$ cat src/design/tssq_pkg.sv
// Shared types and constants for the timed setpoint schedule queue.
// No dependencies; every other design file refers to this package by scoped name.
package tssq_pkg;

  localparam int TIME_W  = 32;
  localparam int VALUE_W = 32;
  localparam int OP_W    = 2;
  localparam int CFG_IDX_W  = 2;
  localparam int CFG_DATA_W = 32;

  // Operation codes carried by each input item
  localparam logic [OP_W-1:0] OP_INSERT  = 2'd0;
  localparam logic [OP_W-1:0] OP_ADVANCE = 2'd1;
  localparam logic [OP_W-1:0] OP_CLEAR   = 2'd2;
  localparam logic [OP_W-1:0] OP_PREDICT = 2'd3;

  // Configuration register indexes
  localparam logic [CFG_IDX_W-1:0] CFG_LOWER_LIMIT   = 2'd0;
  localparam logic [CFG_IDX_W-1:0] CFG_UPPER_LIMIT   = 2'd1;
  localparam logic [CFG_IDX_W-1:0] CFG_INITIAL_VALUE = 2'd2;

  // Register reset values
  localparam logic [VALUE_W-1:0] LOWER_RESET   = 32'h8000_0000;
  localparam logic [VALUE_W-1:0] UPPER_RESET   = 32'h7FFF_FFFF;
  localparam logic [VALUE_W-1:0] INITIAL_RESET = 32'h0000_0000;
  localparam logic [TIME_W-1:0]  TIME_EMPTY    = 32'hFFFF_FFFF;

  // Commands from the controller to the datapath
  typedef struct packed {
    logic latch;      // capture the accepted item
    logic ins_start;  // start the insert scan at the tail
    logic ins_read;   // read the entry just below the scan position
    logic ins_shift;  // move the read entry up one slot
    logic ins_place;  // write the new entry at the scan position
    logic adv_read;   // read the front entry
    logic adv_pop;    // apply the front setpoint and drop the front entry
    logic adv_mark;   // close the advance: record time, refresh front
    logic clear;      // empty the queue
    logic set_drop;   // flag a rejected insert
    logic pred_read;  // read the front entry for a due prediction
    logic out_load;   // load the result register
  } cmd_t;

  // Status from the datapath to the controller
  typedef struct packed {
    logic [OP_W-1:0] op;
    logic count_zero;
    logic full;
    logic repeat_adv;  // advance to the same time as the previous one
    logic pred_due;    // front entry is due at the queried time
    logic k_zero;      // insert scan has reached the front
    logic rd_later;    // entry just read is later than the item time
  } status_t;

endpackage

$ cat src/design/tssq_if.sv
// Handshake channels for input items and result items.
// Depends on tssq_pkg for field widths.
interface tssq_item_if;
  logic                           valid;
  logic                           ready;
  logic [tssq_pkg::OP_W-1:0]      op;
  logic [tssq_pkg::TIME_W-1:0]    event_time;
  logic signed [tssq_pkg::VALUE_W-1:0] target_value;

  modport source (output valid, op, event_time, target_value, input ready);
  modport sink   (input valid, op, event_time, target_value, output ready);
endinterface

interface tssq_result_if #(parameter int CNT_W = 5);
  logic                           valid;
  logic                           ready;
  logic signed [tssq_pkg::VALUE_W-1:0] result_value;
  logic [tssq_pkg::TIME_W-1:0]    next_due_time;
  logic [CNT_W-1:0]               entry_count;
  logic                           dropped;

  modport source (output valid, result_value, next_due_time, entry_count, dropped,
                  input ready);
  modport sink   (input valid, result_value, next_due_time, entry_count, dropped,
                  output ready);
endinterface

$ cat src/design/tssq_ctrl.sv
// Sequencer for the schedule queue: decodes each item and steps the datapath.
// Depends on tssq_pkg for the command and status structs and the operation codes.
module tssq_ctrl (
  input  logic              clk,
  input  logic              rst,
  input  logic              item_valid,
  output logic              item_ready,
  output logic              out_valid,
  input  logic              out_ready,
  input  tssq_pkg::status_t status,
  output tssq_pkg::cmd_t    cmd
);

  localparam logic [2:0] S_IDLE    = 3'd0;
  localparam logic [2:0] S_DECODE  = 3'd1;
  localparam logic [2:0] S_INS_CHK = 3'd2;
  localparam logic [2:0] S_INS_CMP = 3'd3;
  localparam logic [2:0] S_ADV_CHK = 3'd4;
  localparam logic [2:0] S_ADV_CMP = 3'd5;
  localparam logic [2:0] S_FINISH  = 3'd6;

  logic [2:0] state;
  logic [2:0] state_next;
  logic       out_free;

  assign item_ready = (state == S_IDLE);
  assign out_free   = !out_valid || out_ready;

  // Next state and commands
  always_comb begin
    state_next = state;
    cmd        = '0;
    case (state)
      S_IDLE: begin
        if (item_valid) begin
          cmd.latch  = 1'b1;
          state_next = S_DECODE;
        end
      end
      S_DECODE: begin
        case (status.op)
          tssq_pkg::OP_INSERT: begin
            if (status.full) begin
              cmd.set_drop = 1'b1;
              state_next   = S_FINISH;
            end else begin
              cmd.ins_start = 1'b1;
              state_next    = S_INS_CHK;
            end
          end
          tssq_pkg::OP_ADVANCE: begin
            state_next = status.repeat_adv ? S_FINISH : S_ADV_CHK;
          end
          tssq_pkg::OP_CLEAR: begin
            cmd.clear  = 1'b1;
            state_next = S_FINISH;
          end
          default: begin
            cmd.pred_read = status.pred_due;
            state_next    = S_FINISH;
          end
        endcase
      end
      S_INS_CHK: begin
        if (status.k_zero) begin
          cmd.ins_place = 1'b1;
          state_next    = S_FINISH;
        end else begin
          cmd.ins_read = 1'b1;
          state_next   = S_INS_CMP;
        end
      end
      S_INS_CMP: begin
        if (status.rd_later) begin
          cmd.ins_shift = 1'b1;
          state_next    = S_INS_CHK;
        end else begin
          cmd.ins_place = 1'b1;
          state_next    = S_FINISH;
        end
      end
      S_ADV_CHK: begin
        if (status.count_zero) begin
          cmd.adv_mark = 1'b1;
          state_next   = S_FINISH;
        end else begin
          cmd.adv_read = 1'b1;
          state_next   = S_ADV_CMP;
        end
      end
      S_ADV_CMP: begin
        if (!status.rd_later) begin
          cmd.adv_pop = 1'b1;
          state_next  = S_ADV_CHK;
        end else begin
          cmd.adv_mark = 1'b1;
          state_next   = S_FINISH;
        end
      end
      S_FINISH: begin
        if (out_free) begin
          cmd.out_load = 1'b1;
          state_next   = S_IDLE;
        end
      end
      default: begin
        state_next = S_IDLE;
      end
    endcase
  end

  // Advance the state; hold the result valid until it is taken
  always_ff @(posedge clk) begin
    if (rst) begin
      state     <= S_IDLE;
      out_valid <= 1'b0;
    end else begin
      state <= state_next;
      if (cmd.out_load) begin
        out_valid <= 1'b1;
      end else if (out_ready) begin
        out_valid <= 1'b0;
      end
    end
  end

endmodule

$ cat src/design/tssq_dpath.sv
// Datapath of the schedule queue: circular entry memory, limits, setpoint and result register.
// Depends on tssq_pkg for widths, codes and the command and status structs.
module tssq_dpath #(
  parameter int QUEUE_DEPTH = 16
) (
  input  logic                                  clk,
  input  logic                                  rst,
  input  logic                                  cfg_we,
  input  logic [tssq_pkg::CFG_IDX_W-1:0]        cfg_index,
  input  logic [tssq_pkg::CFG_DATA_W-1:0]       cfg_data,
  input  logic [tssq_pkg::OP_W-1:0]             op,
  input  logic [tssq_pkg::TIME_W-1:0]           event_time,
  input  logic signed [tssq_pkg::VALUE_W-1:0]   target_value,
  input  tssq_pkg::cmd_t                        cmd,
  output tssq_pkg::status_t                     status,
  output logic signed [tssq_pkg::VALUE_W-1:0]   result_value,
  output logic [tssq_pkg::TIME_W-1:0]           next_due_time,
  output logic [$clog2(QUEUE_DEPTH+1)-1:0]      entry_count,
  output logic                                  dropped
);

  localparam int AW = $clog2(QUEUE_DEPTH);
  localparam int CW = $clog2(QUEUE_DEPTH + 1);
  localparam logic [AW:0]   DEPTH_WIDE = (AW + 1)'(QUEUE_DEPTH);
  localparam logic [CW-1:0] DEPTH_CNT  = CW'(QUEUE_DEPTH);

  // Entry storage, sorted by time, earliest first from head
  logic [tssq_pkg::TIME_W-1:0]  time_mem  [QUEUE_DEPTH];
  logic [tssq_pkg::VALUE_W-1:0] value_mem [QUEUE_DEPTH];

  logic [tssq_pkg::OP_W-1:0]           op_q;
  logic [tssq_pkg::TIME_W-1:0]         time_q;
  logic signed [tssq_pkg::VALUE_W-1:0] value_q;
  logic                                drop;
  logic                                pred_hit;

  logic signed [tssq_pkg::VALUE_W-1:0] lower_limit;
  logic signed [tssq_pkg::VALUE_W-1:0] upper_limit;
  logic signed [tssq_pkg::VALUE_W-1:0] current;
  logic [tssq_pkg::TIME_W-1:0]         front_time;
  logic [tssq_pkg::TIME_W-1:0]         last_time;
  logic                                advanced_once;

  logic [AW-1:0] head;
  logic [CW-1:0] count;
  logic [AW-1:0] k;

  logic                                rd_en;
  logic [AW-1:0]                       rd_addr;
  logic [tssq_pkg::TIME_W-1:0]         rd_time;
  logic signed [tssq_pkg::VALUE_W-1:0] rd_value;
  logic                                wr_en;
  logic [AW-1:0]                       wr_addr;
  logic [tssq_pkg::TIME_W-1:0]         wr_time;
  logic [tssq_pkg::VALUE_W-1:0]        wr_value;
  logic signed [tssq_pkg::VALUE_W-1:0] clamped;

  // Physical slot of a queue position: one compare and subtract
  function automatic logic [AW-1:0] wrap_add(input logic [AW-1:0] base,
                                             input logic [AW-1:0] off);
    logic [AW:0] sum;
    sum = {1'b0, base} + {1'b0, off};
    if (sum >= DEPTH_WIDE) begin
      sum = sum - DEPTH_WIDE;
    end
    return sum[AW-1:0];
  endfunction

  // Memory port addressing
  always_comb begin
    rd_en    = cmd.ins_read || cmd.adv_read || cmd.pred_read;
    rd_addr  = cmd.ins_read ? wrap_add(head, k - AW'(1)) : head;
    wr_en    = cmd.ins_shift || cmd.ins_place;
    wr_addr  = wrap_add(head, k);
    wr_time  = cmd.ins_shift ? rd_time : time_q;
    wr_value = cmd.ins_shift ? rd_value : value_q;
  end

  always_ff @(posedge clk) begin
    if (wr_en) begin
      time_mem[wr_addr]  <= wr_time;
      value_mem[wr_addr] <= wr_value;
    end
    if (rd_en) begin
      rd_time  <= time_mem[rd_addr];
      rd_value <= value_mem[rd_addr];
    end
  end

  // Clamp the entry just read; the upper test wins
  always_comb begin
    if (rd_value > upper_limit) begin
      clamped = upper_limit;
    end else if (rd_value < lower_limit) begin
      clamped = lower_limit;
    end else begin
      clamped = rd_value;
    end
  end

  // Status back to the controller
  always_comb begin
    status.op         = op_q;
    status.count_zero = (count == '0);
    status.full       = (count == DEPTH_CNT);
    status.repeat_adv = advanced_once && (time_q == last_time);
    status.pred_due   = (count != '0) && (time_q >= front_time);
    status.k_zero     = (k == '0);
    status.rd_later   = (rd_time > time_q);
  end

  // Capture the accepted item
  always_ff @(posedge clk) begin
    if (cmd.latch) begin
      op_q    <= op;
      time_q  <= event_time;
      value_q <= target_value;
    end
  end

  // Queue control state, limits and setpoint
  always_ff @(posedge clk) begin
    if (rst) begin
      head          <= '0;
      count         <= '0;
      k             <= '0;
      front_time    <= tssq_pkg::TIME_EMPTY;
      last_time     <= '0;
      advanced_once <= 1'b0;
      drop          <= 1'b0;
      pred_hit      <= 1'b0;
      lower_limit   <= tssq_pkg::LOWER_RESET;
      upper_limit   <= tssq_pkg::UPPER_RESET;
      current       <= tssq_pkg::INITIAL_RESET;
    end else begin
      if (cfg_we) begin
        case (cfg_index)
          tssq_pkg::CFG_LOWER_LIMIT:   lower_limit <= cfg_data;
          tssq_pkg::CFG_UPPER_LIMIT:   upper_limit <= cfg_data;
          tssq_pkg::CFG_INITIAL_VALUE: begin
            // only reaches the output until the first advance
            if (!advanced_once) begin
              current <= cfg_data;
            end
          end
          default: ;
        endcase
      end
      if (cmd.latch) begin
        drop     <= 1'b0;
        pred_hit <= 1'b0;
      end
      if (cmd.set_drop) begin
        drop <= 1'b1;
      end
      if (cmd.pred_read) begin
        pred_hit <= 1'b1;
      end
      // Sorted insert: scan down from the tail
      if (cmd.ins_start) begin
        k <= count[AW-1:0];
      end
      if (cmd.ins_shift) begin
        k <= k - AW'(1);
      end
      if (cmd.ins_place) begin
        count <= count + CW'(1);
        if (k == '0) begin
          front_time <= time_q;
        end
      end
      // Pop due entries from the front
      if (cmd.adv_pop) begin
        current <= clamped;
        head    <= wrap_add(head, AW'(1));
        count   <= count - CW'(1);
      end
      if (cmd.adv_mark) begin
        last_time     <= time_q;
        advanced_once <= 1'b1;
        front_time    <= (count == '0) ? tssq_pkg::TIME_EMPTY : rd_time;
      end
      if (cmd.clear) begin
        count      <= '0;
        front_time <= tssq_pkg::TIME_EMPTY;
      end
    end
  end

  // Result register
  always_ff @(posedge clk) begin
    if (cmd.out_load) begin
      result_value  <= pred_hit ? clamped : current;
      next_due_time <= front_time;
      entry_count   <= count;
      dropped       <= drop;
    end
  end

endmodule

$ cat src/design/timed_setpoint_schedule_queue.sv
// Timed setpoint schedule queue: time-sorted (time, setpoint) entries with clamped output.
// Clear, predict, a repeated advance and a rejected insert go from decode to finish; an
// insert scans down from the tail, moving each later entry up a slot, then places the item; an
// advance pops each due entry from the front, then records the time. Each step is one read
// and one compare. A waiting result holds the block; the next item is taken after the load.
// Synchronous reset empties the queue and restores the register defaults; no memory clear.
module timed_setpoint_schedule_queue #(
  parameter int QUEUE_DEPTH = 16
) (
  input  logic                              clk,
  input  logic                              rst,
  input  logic                              cfg_we,
  input  logic [tssq_pkg::CFG_IDX_W-1:0]    cfg_index,
  input  logic [tssq_pkg::CFG_DATA_W-1:0]   cfg_data,
  tssq_item_if.sink                         item_ch,
  tssq_result_if.source                     result_ch
);

  tssq_pkg::cmd_t    cmd;
  tssq_pkg::status_t status;

  // Sequencer
  tssq_ctrl u_ctrl (
    .clk        (clk),
    .rst        (rst),
    .item_valid (item_ch.valid),
    .item_ready (item_ch.ready),
    .out_valid  (result_ch.valid),
    .out_ready  (result_ch.ready),
    .status     (status),
    .cmd        (cmd)
  );

  // Storage and arithmetic
  tssq_dpath #(
    .QUEUE_DEPTH (QUEUE_DEPTH)
  ) u_dpath (
    .clk           (clk),
    .rst           (rst),
    .cfg_we        (cfg_we),
    .cfg_index     (cfg_index),
    .cfg_data      (cfg_data),
    .op            (item_ch.op),
    .event_time    (item_ch.event_time),
    .target_value  (item_ch.target_value),
    .cmd           (cmd),
    .status        (status),
    .result_value  (result_ch.result_value),
    .next_due_time (result_ch.next_due_time),
    .entry_count   (result_ch.entry_count),
    .dropped       (result_ch.dropped)
  );

endmodule
$ cat src/flat_wrapper.sv
// flat-port wrapper written by rule: the top's interface ports become plain ports
module timed_setpoint_schedule_queue_flat 
#(
  parameter int QUEUE_DEPTH = 16
)
  (clk, rst, cfg_we, cfg_index, cfg_data, item_ch_valid, item_ch_op, item_ch_event_time, item_ch_target_value, item_ch_ready, result_ch_valid, result_ch_result_value, result_ch_next_due_time, result_ch_entry_count, result_ch_dropped, result_ch_ready);
  tssq_item_if item_ch_i ();
  tssq_result_if result_ch_i ();
  input  logic clk;
  input  logic rst;
  input  logic cfg_we;
  input  logic [tssq_pkg::CFG_IDX_W-1:0] cfg_index;
  input  logic [tssq_pkg::CFG_DATA_W-1:0] cfg_data;
  input wire logic [$bits(item_ch_i.valid)-1:0] item_ch_valid;
  input wire logic [$bits(item_ch_i.op)-1:0] item_ch_op;
  input wire logic [$bits(item_ch_i.event_time)-1:0] item_ch_event_time;
  input wire logic [$bits(item_ch_i.target_value)-1:0] item_ch_target_value;
  output wire logic [$bits(item_ch_i.ready)-1:0] item_ch_ready;
  output wire logic [$bits(result_ch_i.valid)-1:0] result_ch_valid;
  output wire logic [$bits(result_ch_i.result_value)-1:0] result_ch_result_value;
  output wire logic [$bits(result_ch_i.next_due_time)-1:0] result_ch_next_due_time;
  output wire logic [$bits(result_ch_i.entry_count)-1:0] result_ch_entry_count;
  output wire logic [$bits(result_ch_i.dropped)-1:0] result_ch_dropped;
  input wire logic [$bits(result_ch_i.ready)-1:0] result_ch_ready;
  assign item_ch_i.valid = item_ch_valid;
  assign item_ch_i.op = item_ch_op;
  assign item_ch_i.event_time = item_ch_event_time;
  assign item_ch_i.target_value = item_ch_target_value;
  assign item_ch_ready = item_ch_i.ready;
  assign result_ch_valid = result_ch_i.valid;
  assign result_ch_result_value = result_ch_i.result_value;
  assign result_ch_next_due_time = result_ch_i.next_due_time;
  assign result_ch_entry_count = result_ch_i.entry_count;
  assign result_ch_dropped = result_ch_i.dropped;
  assign result_ch_i.ready = result_ch_ready;
  timed_setpoint_schedule_queue #(.QUEUE_DEPTH(QUEUE_DEPTH)) u_core (.clk(clk), .rst(rst), .cfg_we(cfg_we), .cfg_index(cfg_index), .cfg_data(cfg_data), .item_ch(item_ch_i), .result_ch(result_ch_i));
endmodule
$ cat config.mk
export PLATFORM = sky130hd
export DESIGN_NAME = timed_setpoint_schedule_queue_flat
export DESIGN_NICKNAME = d
export VERILOG_FILES = /design/src/design/tssq_pkg.sv /design/src/design/tssq_if.sv /design/src/design/tssq_ctrl.sv /design/src/design/tssq_dpath.sv /design/src/design/timed_setpoint_schedule_queue.sv /design/src/flat_wrapper.sv
export SDC_FILE = /design/constraint.sdc
export NUM_CORES = 2
export LEC_CHECK = 0
export BUFFER_PORTS_ARGS = -buffer_cell sky130_fd_sc_hd__buf_2
export CAP_MARGIN = 10
export CORE_ASPECT_RATIO = 1.1
export CORE_MARGIN = 2
export CORE_UTILIZATION = 30
export CTS_CLUSTER_DIAMETER = 120
export DETAILED_ROUTE_END_ITERATION = 6
export PLACE_DENSITY = 0.5
export SYNTH_ARGS = -nofsm -noshare
export SYNTH_HDL_FRONTEND = slang
export SYNTH_SLANG_ARGS = --single-unit
export TNS_END_PERCENT = 100
$ cat constraint.sdc
create_clock -name clk -period 5.05 [get_ports clk]
set_input_delay 0.7575 -clock clk [delete_from_list [all_inputs] [get_ports clk]]
set_output_delay 0.7575 -clock clk [all_outputs]
set_load 0.005 [all_outputs]
Word level (Yosys, flattened, before mapping)
Memories as Yosys holds them, arrays and structs flattened. A register that Yosys moved wholly into a read port is not among the register bits.
Index checks and enable logic that the tools add are counted.
- flip-flop bits (word level): 316
- bits in writable memories: 1024
- bits of input ports: 105
- output and inout port bits: 72
- logic and storage cells: 144
- memories: 2
- memories (name ; depth ; bits a word ; rd ports ; clocked after memory_dff ; wr ports ; RTL line ; text):
    u_core.u_dpath.time_mem ; 16 ; 32 ; 1 ; 1 ; 1 ; tssq_dpath.sv:28 ; logic [tssq_pkg::TIME_W-1:0] time_mem [QUEUE_DEPTH];
    u_core.u_dpath.value_mem ; 16 ; 32 ; 1 ; 1 ; 1 ; tssq_dpath.sv:29 ; logic [tssq_pkg::VALUE_W-1:0] value_mem [QUEUE_DEPTH];
- add/subtract/negate cells: 9
- order comparisons: 7
- equality and inequality tests: 15
- multiplexer cells: 62
- reduce and logical (&&, ||, !) cells: 29
- operator list (kind ; count):
    two-way mux 32 bit ; 13
    greater-than comparator 32 bit ; 2
    equality test 32 bit ; 1
    greater-or-equal comparator 32 bit ; 1
    < comparator 32 bit ; 1
    two-way mux 1 bit ; 28
    two-way mux 4 bit ; 6
    one-hot mux 3 bit (7 select lines) ; 1
    two-way mux 3 bit ; 6
    nonzero test 2 bit ; 9
    subtractor 4 x 1 -> 4 bit, second input constant ; 4
    greater-or-equal comparator 5 bit, second input constant ; 3
    adder 4 x 4 -> 5 bit ; 2
    two-way mux 5 bit ; 2
    equality test 3 bit, second input constant ; 3
    AND reduction 2 bit ; 4
    equality test 3 x 2 -> 1 bit, second input constant ; 2
    two-way mux 2 bit ; 3
    one-hot mux 3 bit (2 select lines) ; 1
    adder 4 x 1 -> 5 bit, second input constant ; 1
    adder 5 x 1 -> 5 bit, second input constant ; 1
    equality test 5 bit, second input constant ; 1
    zero test 5 bit ; 1
    nonzero test 5 bit ; 1
    16 further kinds ; 25

Longest topological paths before layout
- depth in word-level cells: 6
- gate-level depth with buffers: 16
- mapped depth without buffers: 16

Cells and area by module
A second synthesis with hierarchy kept.
- cell total of the unflattened synthesis: 4572
- area total of the unflattened synthesis: 59044.1 sq um
- modules (own cells, without submodules) (module ; instances ; cells each ; area each (sq um)):
    tssq_dpath ; 1 ; 4525 ; 58672.5
    tssq_ctrl ; 1 ; 47 ; 371.6

Least setup slack after synthesis
Ideal clock, no wire load.
- path kind: register -> register
- from: reg u_core.u_dpath.time_q[27] (netlist bit)
- to: reg u_core.u_dpath.rd_time[0] (netlist bit), read port of u_core.u_dpath.time_mem (enable)
- setup time: 0.509 ns
- arrival: 4.593 ns
- data required time: 4.541 ns
- path slack: -0.052 ns
- cell stages (with the launch flop): 7
- buffers on the path: 0
- cell sequence: edfxtp_1 ha_1 nand4_1 nor4_1 nor4b_1 a21oi_1 o22ai_1
- word-level cells in the longest chain between the ends: 5
- ends and longest elaborated chain (element ; RTL line ; text):
    start: declaration ; tssq_dpath.sv:32 ; logic [tssq_pkg::TIME_W-1:0] time_q;
    start signal: assignment ; tssq_dpath.sv:116 ; time_q <= event_time;
    greater-or-equal comparator 32 bit ; tssq_dpath.sv:107 ; status.pred_due = (count != '0) && (time_q >= front_time);
    logical AND 1 bit ; tssq_dpath.sv:107 ;
    two-way mux 1 bit ; tssq_ctrl.sv:41 ; case (status.op)
    two-way mux 3 bit ; tssq_ctrl.sv:33 ; case (state)
    logical OR 1 bit ; tssq_dpath.sv:71 ; rd_en = cmd.ins_read || cmd.adv_read || cmd.pred_read;
    named net u_core.u_dpath.rd_en ; tssq_dpath.sv:48 ; logic rd_en;
    end: declaration ; tssq_dpath.sv:50 ; logic [tssq_pkg::TIME_W-1:0] rd_time;
The timed path passes the listed nets, and every way through them passes these cells.
A chain may end at the register's enable or synchronous reset.

Worst setup path in the final report
- from: reg u_core.u_dpath.time_q[28] (netlist bit)
- to: reg u_core.u_dpath.count[4]
- word-level cells in the longest chain between the ends: 4
- elaborated cells between the ends (all ways): 6
- those cells by class: order compare: 1; mux: 4; reduce/logical: 1
- ends and longest elaborated chain (element ; RTL line ; text):
    greater-than comparator 32 bit (*) ; tssq_dpath.sv:109 ; status.rd_later = (rd_time > time_q);
    two-way mux 1 bit (*) ; tssq_ctrl.sv:74, tssq_ctrl.sv:92 ;
    one-hot mux 1 bit (2 select lines) / two-way mux 1 bit (equally long branches) ; tssq_ctrl.sv:33 ;
    nonzero test 2 bit (no line) / two-way mux 5 bit (equally long branches) ; - ;
    end signal: assignment ; tssq_dpath.sv:167 ; count <= count + CW'(1);
    end signal: assignment ; tssq_dpath.sv:176 ; count <= count - CW'(1);
    end: declaration ; tssq_dpath.sv:45 ; logic [CW-1:0] count;
Every way passes the cells marked *; elsewhere a longest branch is shown, timed or not.

==> impl_metrics.json <==
{
  "setup_violations": 0,
  "clock_sinks": 1404,
  "drc": 0,
  "fmax_ghz": 0.2424,
  "end_kind": "flip-flop",
  "power_frac_comb": 0.169,
  "r2r_slack_ns": 0.92,
  "r2r_cells": 16,
  "io_buffer_count": 176,
  "synth_flop_cell": "edfxtp_1",
  "ant_nets": 0,
  "drt_wl_total_um": 155200,
  "ctsResizeCount": 0,
  "criticalPathCategory": "reg2reg",
  "post-cts-setup-buffers": 0,
  "async_flop_share": 0,
  "finalCritPeriodShare": 0.8169,
  "die-area_um2": 197200,
  "synth_cells": 3396,
  "power.share.clock": 0.350,
  "crit_buf_inv": 2,
  "ir_drop_mv": 0.3692,
  "grt_first_pass_wirelength_um": 225000,
  "fin_setup_tns_ns": 0,
  "htree_levels": 4,
  "intPower_mw": 22.37,
  "max_slew.worst_pin.slew_ns": 1.012,
  "hold_path_class": "in2reg",
  "vias": 31120,
  "dr.pass1.iters": 5,
  "drt_first_iter_violations": 2427,
  "avgViaCountPerCell": 4.929,
  "critical_path.max_stage_delay_ns": 0.73,
  "cp_cell_sequence": "inv_1 > ha_1 > nand4_1 > nor4_1 > nor2_1 > a31oi_4 > o21ai_1 > nand2_1 > inv_1 > fa_1 > a21o_1 > a21oi_1 > nor2_1 > a32oi_1 > xnor2_1 > and2_1",
  "slew-limit-headroom": 0.3252,
  "grt_pass1_vias": 31830,
  "ys_types": 67,
  "mappedNetlistNets": 3642,
  "powerDensity_nw_per_um2": 457.8,
  "cts_tree": "yes",
  "synth_edf_count": 1224,
  "p_total_mw": 30.83,
  "die_h_um": 465.6,
  "root_buffer": "clkbuf_16",
  "io_pins": 177,
  "yosysTopAreaCell": "edfxtp_1",
  "worst-path-max-fanout": 7,
  "hold_slack_ns": 0.1431,
  "seqPwrFrac": 0.481,
  "start_kind": "flip-flop",
  "fin_worst_skew_ns": 0.03718,
  "row_count": 169,
  "ctsHoldBuffers": 0,
  "switching_share": 0.2743,
  "hold_depth": 1,
  "yosysTopAreaCellShare": 0.6326,
  "die_x_um": 423.6,
  "netlist_area_um2": 58100,
  "arrival_ns": 4.82,
  "cts_buffer_depth": 3,
  "grt_max_degree": 97,
  "syn_avg_cell_area_um2": 17.11,
  "overflow": 0,
  "antenna_found_initial": 14,
  "maxCapViolCount": 0,
  "clk_latency_ns": 0.80,
  "synth_area_leaders": "edfxtp_1 63%, mux4_2 9.9%, dfxtp_1 6.2%",
  "path_delay_family": "simple AND/OR/NAND/NOR gates",
  "synth_warnings": 0,
  "ys_seq_area_frac": 0.6946,
  "numCtsBuffers": 149,
  "post-route-min-period_ns": 4.125,
  "syn2layout_area_growth_pct": 15.91,
  "p_leak_nw": 23.11,
  "status": "complete, no violations",
  "rsz0062_at_grt": "false",
  "clk_pin_slew_worst_paths_ns": 0.06,
  "core_um2": 192600,
  "drv_slew": 0,
  "nets": 3877,
  "grt_usage": 0.1559,
  "drive_gt1_frac": 0.2306,
  "gp_congestion": 0.7653,
  "ys_ff_latch": 1404,
  "wl_per_cell_um": 24.59,
  "slowest_stage": "nor4_1",
  "initial_core_util": 0.3016,
  "power_switching_mw": 8.456,
  "cp.required_ns": 5.74,
  "hold_violations": 0,
  "post-dp-hpwl_um": 91760,
  "cp.depth": 16
}
-- layout by cell type, fill, tap and decap left out, types with 73 or more instances in the layout --
cell	instances
a21oi_1	179
nor2_1	137
edfxtp_1	1224
mux4_2	256
nand3_1	80
nor2b_1	73
dfxtp_1	179
clkbuf_16	156
buf_2	175
mux2i_1	164
inv_1	168
nand2_1	107
ha_1	138
-- cell families (layout without fill, tap and decap cells) --
group	after synthesis	in the layout	synth area share
simple gates	498	498	0.04126
flops	1404	1404	0.6946
fa+ha+maj	141	141	0.03075
compound gates	464	464	0.05773
mux	486	486	0.1404
buf+inv	353	704	0.02771
xor+xnor	50	50	0.007537
other cells	0	2	0
-- worst paths after layout --
| kind | to | startpoint |
|---|---|---|
| worst max-delay path | u_core.u_dpath.count[4] | u_core.u_dpath.time_q[28] |
| worst min-delay path | u_core.u_dpath.time_q[13] | item_ch_event_time[13] |
| worst max register to register | u_core.u_dpath.count[4] | u_core.u_dpath.time_q[28] |
| worst min register to register | u_core.u_dpath.next_due_time[12] | u_core.u_dpath.front_time[12] |
-- cell type report --
class / instances / area [µm²]
Antenna cell: 2 / 5.005
Multi-Input combinational cell: 1639 / 16390
Sequential cell: 1404 / 40360
Inverter: 169 / 636.9
Clock buffer: 194 / 4086
Timing Repair Buffer: 268 / 1999
Tap cell: 2565 / 3209
Clock inverter: 73 / 664.4
Fill cell: 18200 / 125300
-- routing by layer --
layer | vias up | share of wire | track usage
met5 | - | 0.000064 | 0
met3 | 196 | 0.043 | 0.02498
met4 | 2 | 0.021 | 0.04173
met1 | 16310 | 0.46 | 0.2149
li1 | 13910 | - | -
met2 | 707 | 0.48 | 0.2553
-- registers in the layout, indices dropped and copies added, names as in the netlist --
register,count
u_core.u_dpath.rd_time,32
u_core.u_dpath.current,32
u_core.u_dpath.value_q,32
u_core.u_dpath.advanced_once,1
u_core.u_dpath.front_time,32
u_core.u_dpath.value_mem,512
u_core.u_dpath.drop,1
u_core.u_dpath.last_time,32
u_core.u_dpath.lower_limit,32
u_core.u_dpath.result_value,32
u_core.u_dpath.k,4
u_core.u_ctrl.state,3
u_core.u_dpath.next_due_time,32
u_core.u_dpath.head,4
u_core.u_dpath.time_q,32
u_core.u_dpath.rd_value,32
u_core.u_dpath.time_mem,512
u_core.u_dpath.pred_hit,1
u_core.u_dpath.entry_count,5
u_core.u_dpath.dropped,1
u_core.u_dpath.op_q,2
u_core.u_ctrl.out_valid,1
u_core.u_dpath.count,5
u_core.u_dpath.upper_limit,32
-- per-stage QoR --
stage,setup slack (ns),instances,util,cell area (µm²)
final,0.9246,6314,0.3496,67350
after global routing,0.5960,6313,0.3496,67340
after global placement,0.9143,6045,0.3249,62590
after CTS,0.9737,6312,0.3496,67340
after detailed placement,0.9659,6045,0.3249,62590
after floorplan,0.2809,3396,-,58110
-- power by group through the flow --
stage,sequential (mW),clock [mW],combinational [mW]
2_1_floorplan,14.8,0,3.62
3_3_place_gp,15.1,0,5.27
3_5_place_dp,15.1,0,5.29
4_1_cts,14.8,11.1,5.31
5_1_grt,14.9,11.5,5.78
6_report,14.8,10.8,5.22
-- cells in the mapped netlist (all sizes together) (5+ instances only) --
cell type,count
a211o,34
a211oi,70
a21o,22
a21oi,180
a221oi,7
buf,79
clkbuf,105
dfxtp,180
edfxtp,1224
ha,138
inv,169
mux2,63
mux2i,167
mux4,256
nand2,107
nand2b,8
nand3,80
nand4,29
nor2,155
nor2b,73
nor3,10
nor4,7
o211ai,5
o21a,6
o21ai,28
o221ai,94
or3,6
xnor2,40
xor2,10
Power figures use the tool's default switching activity.
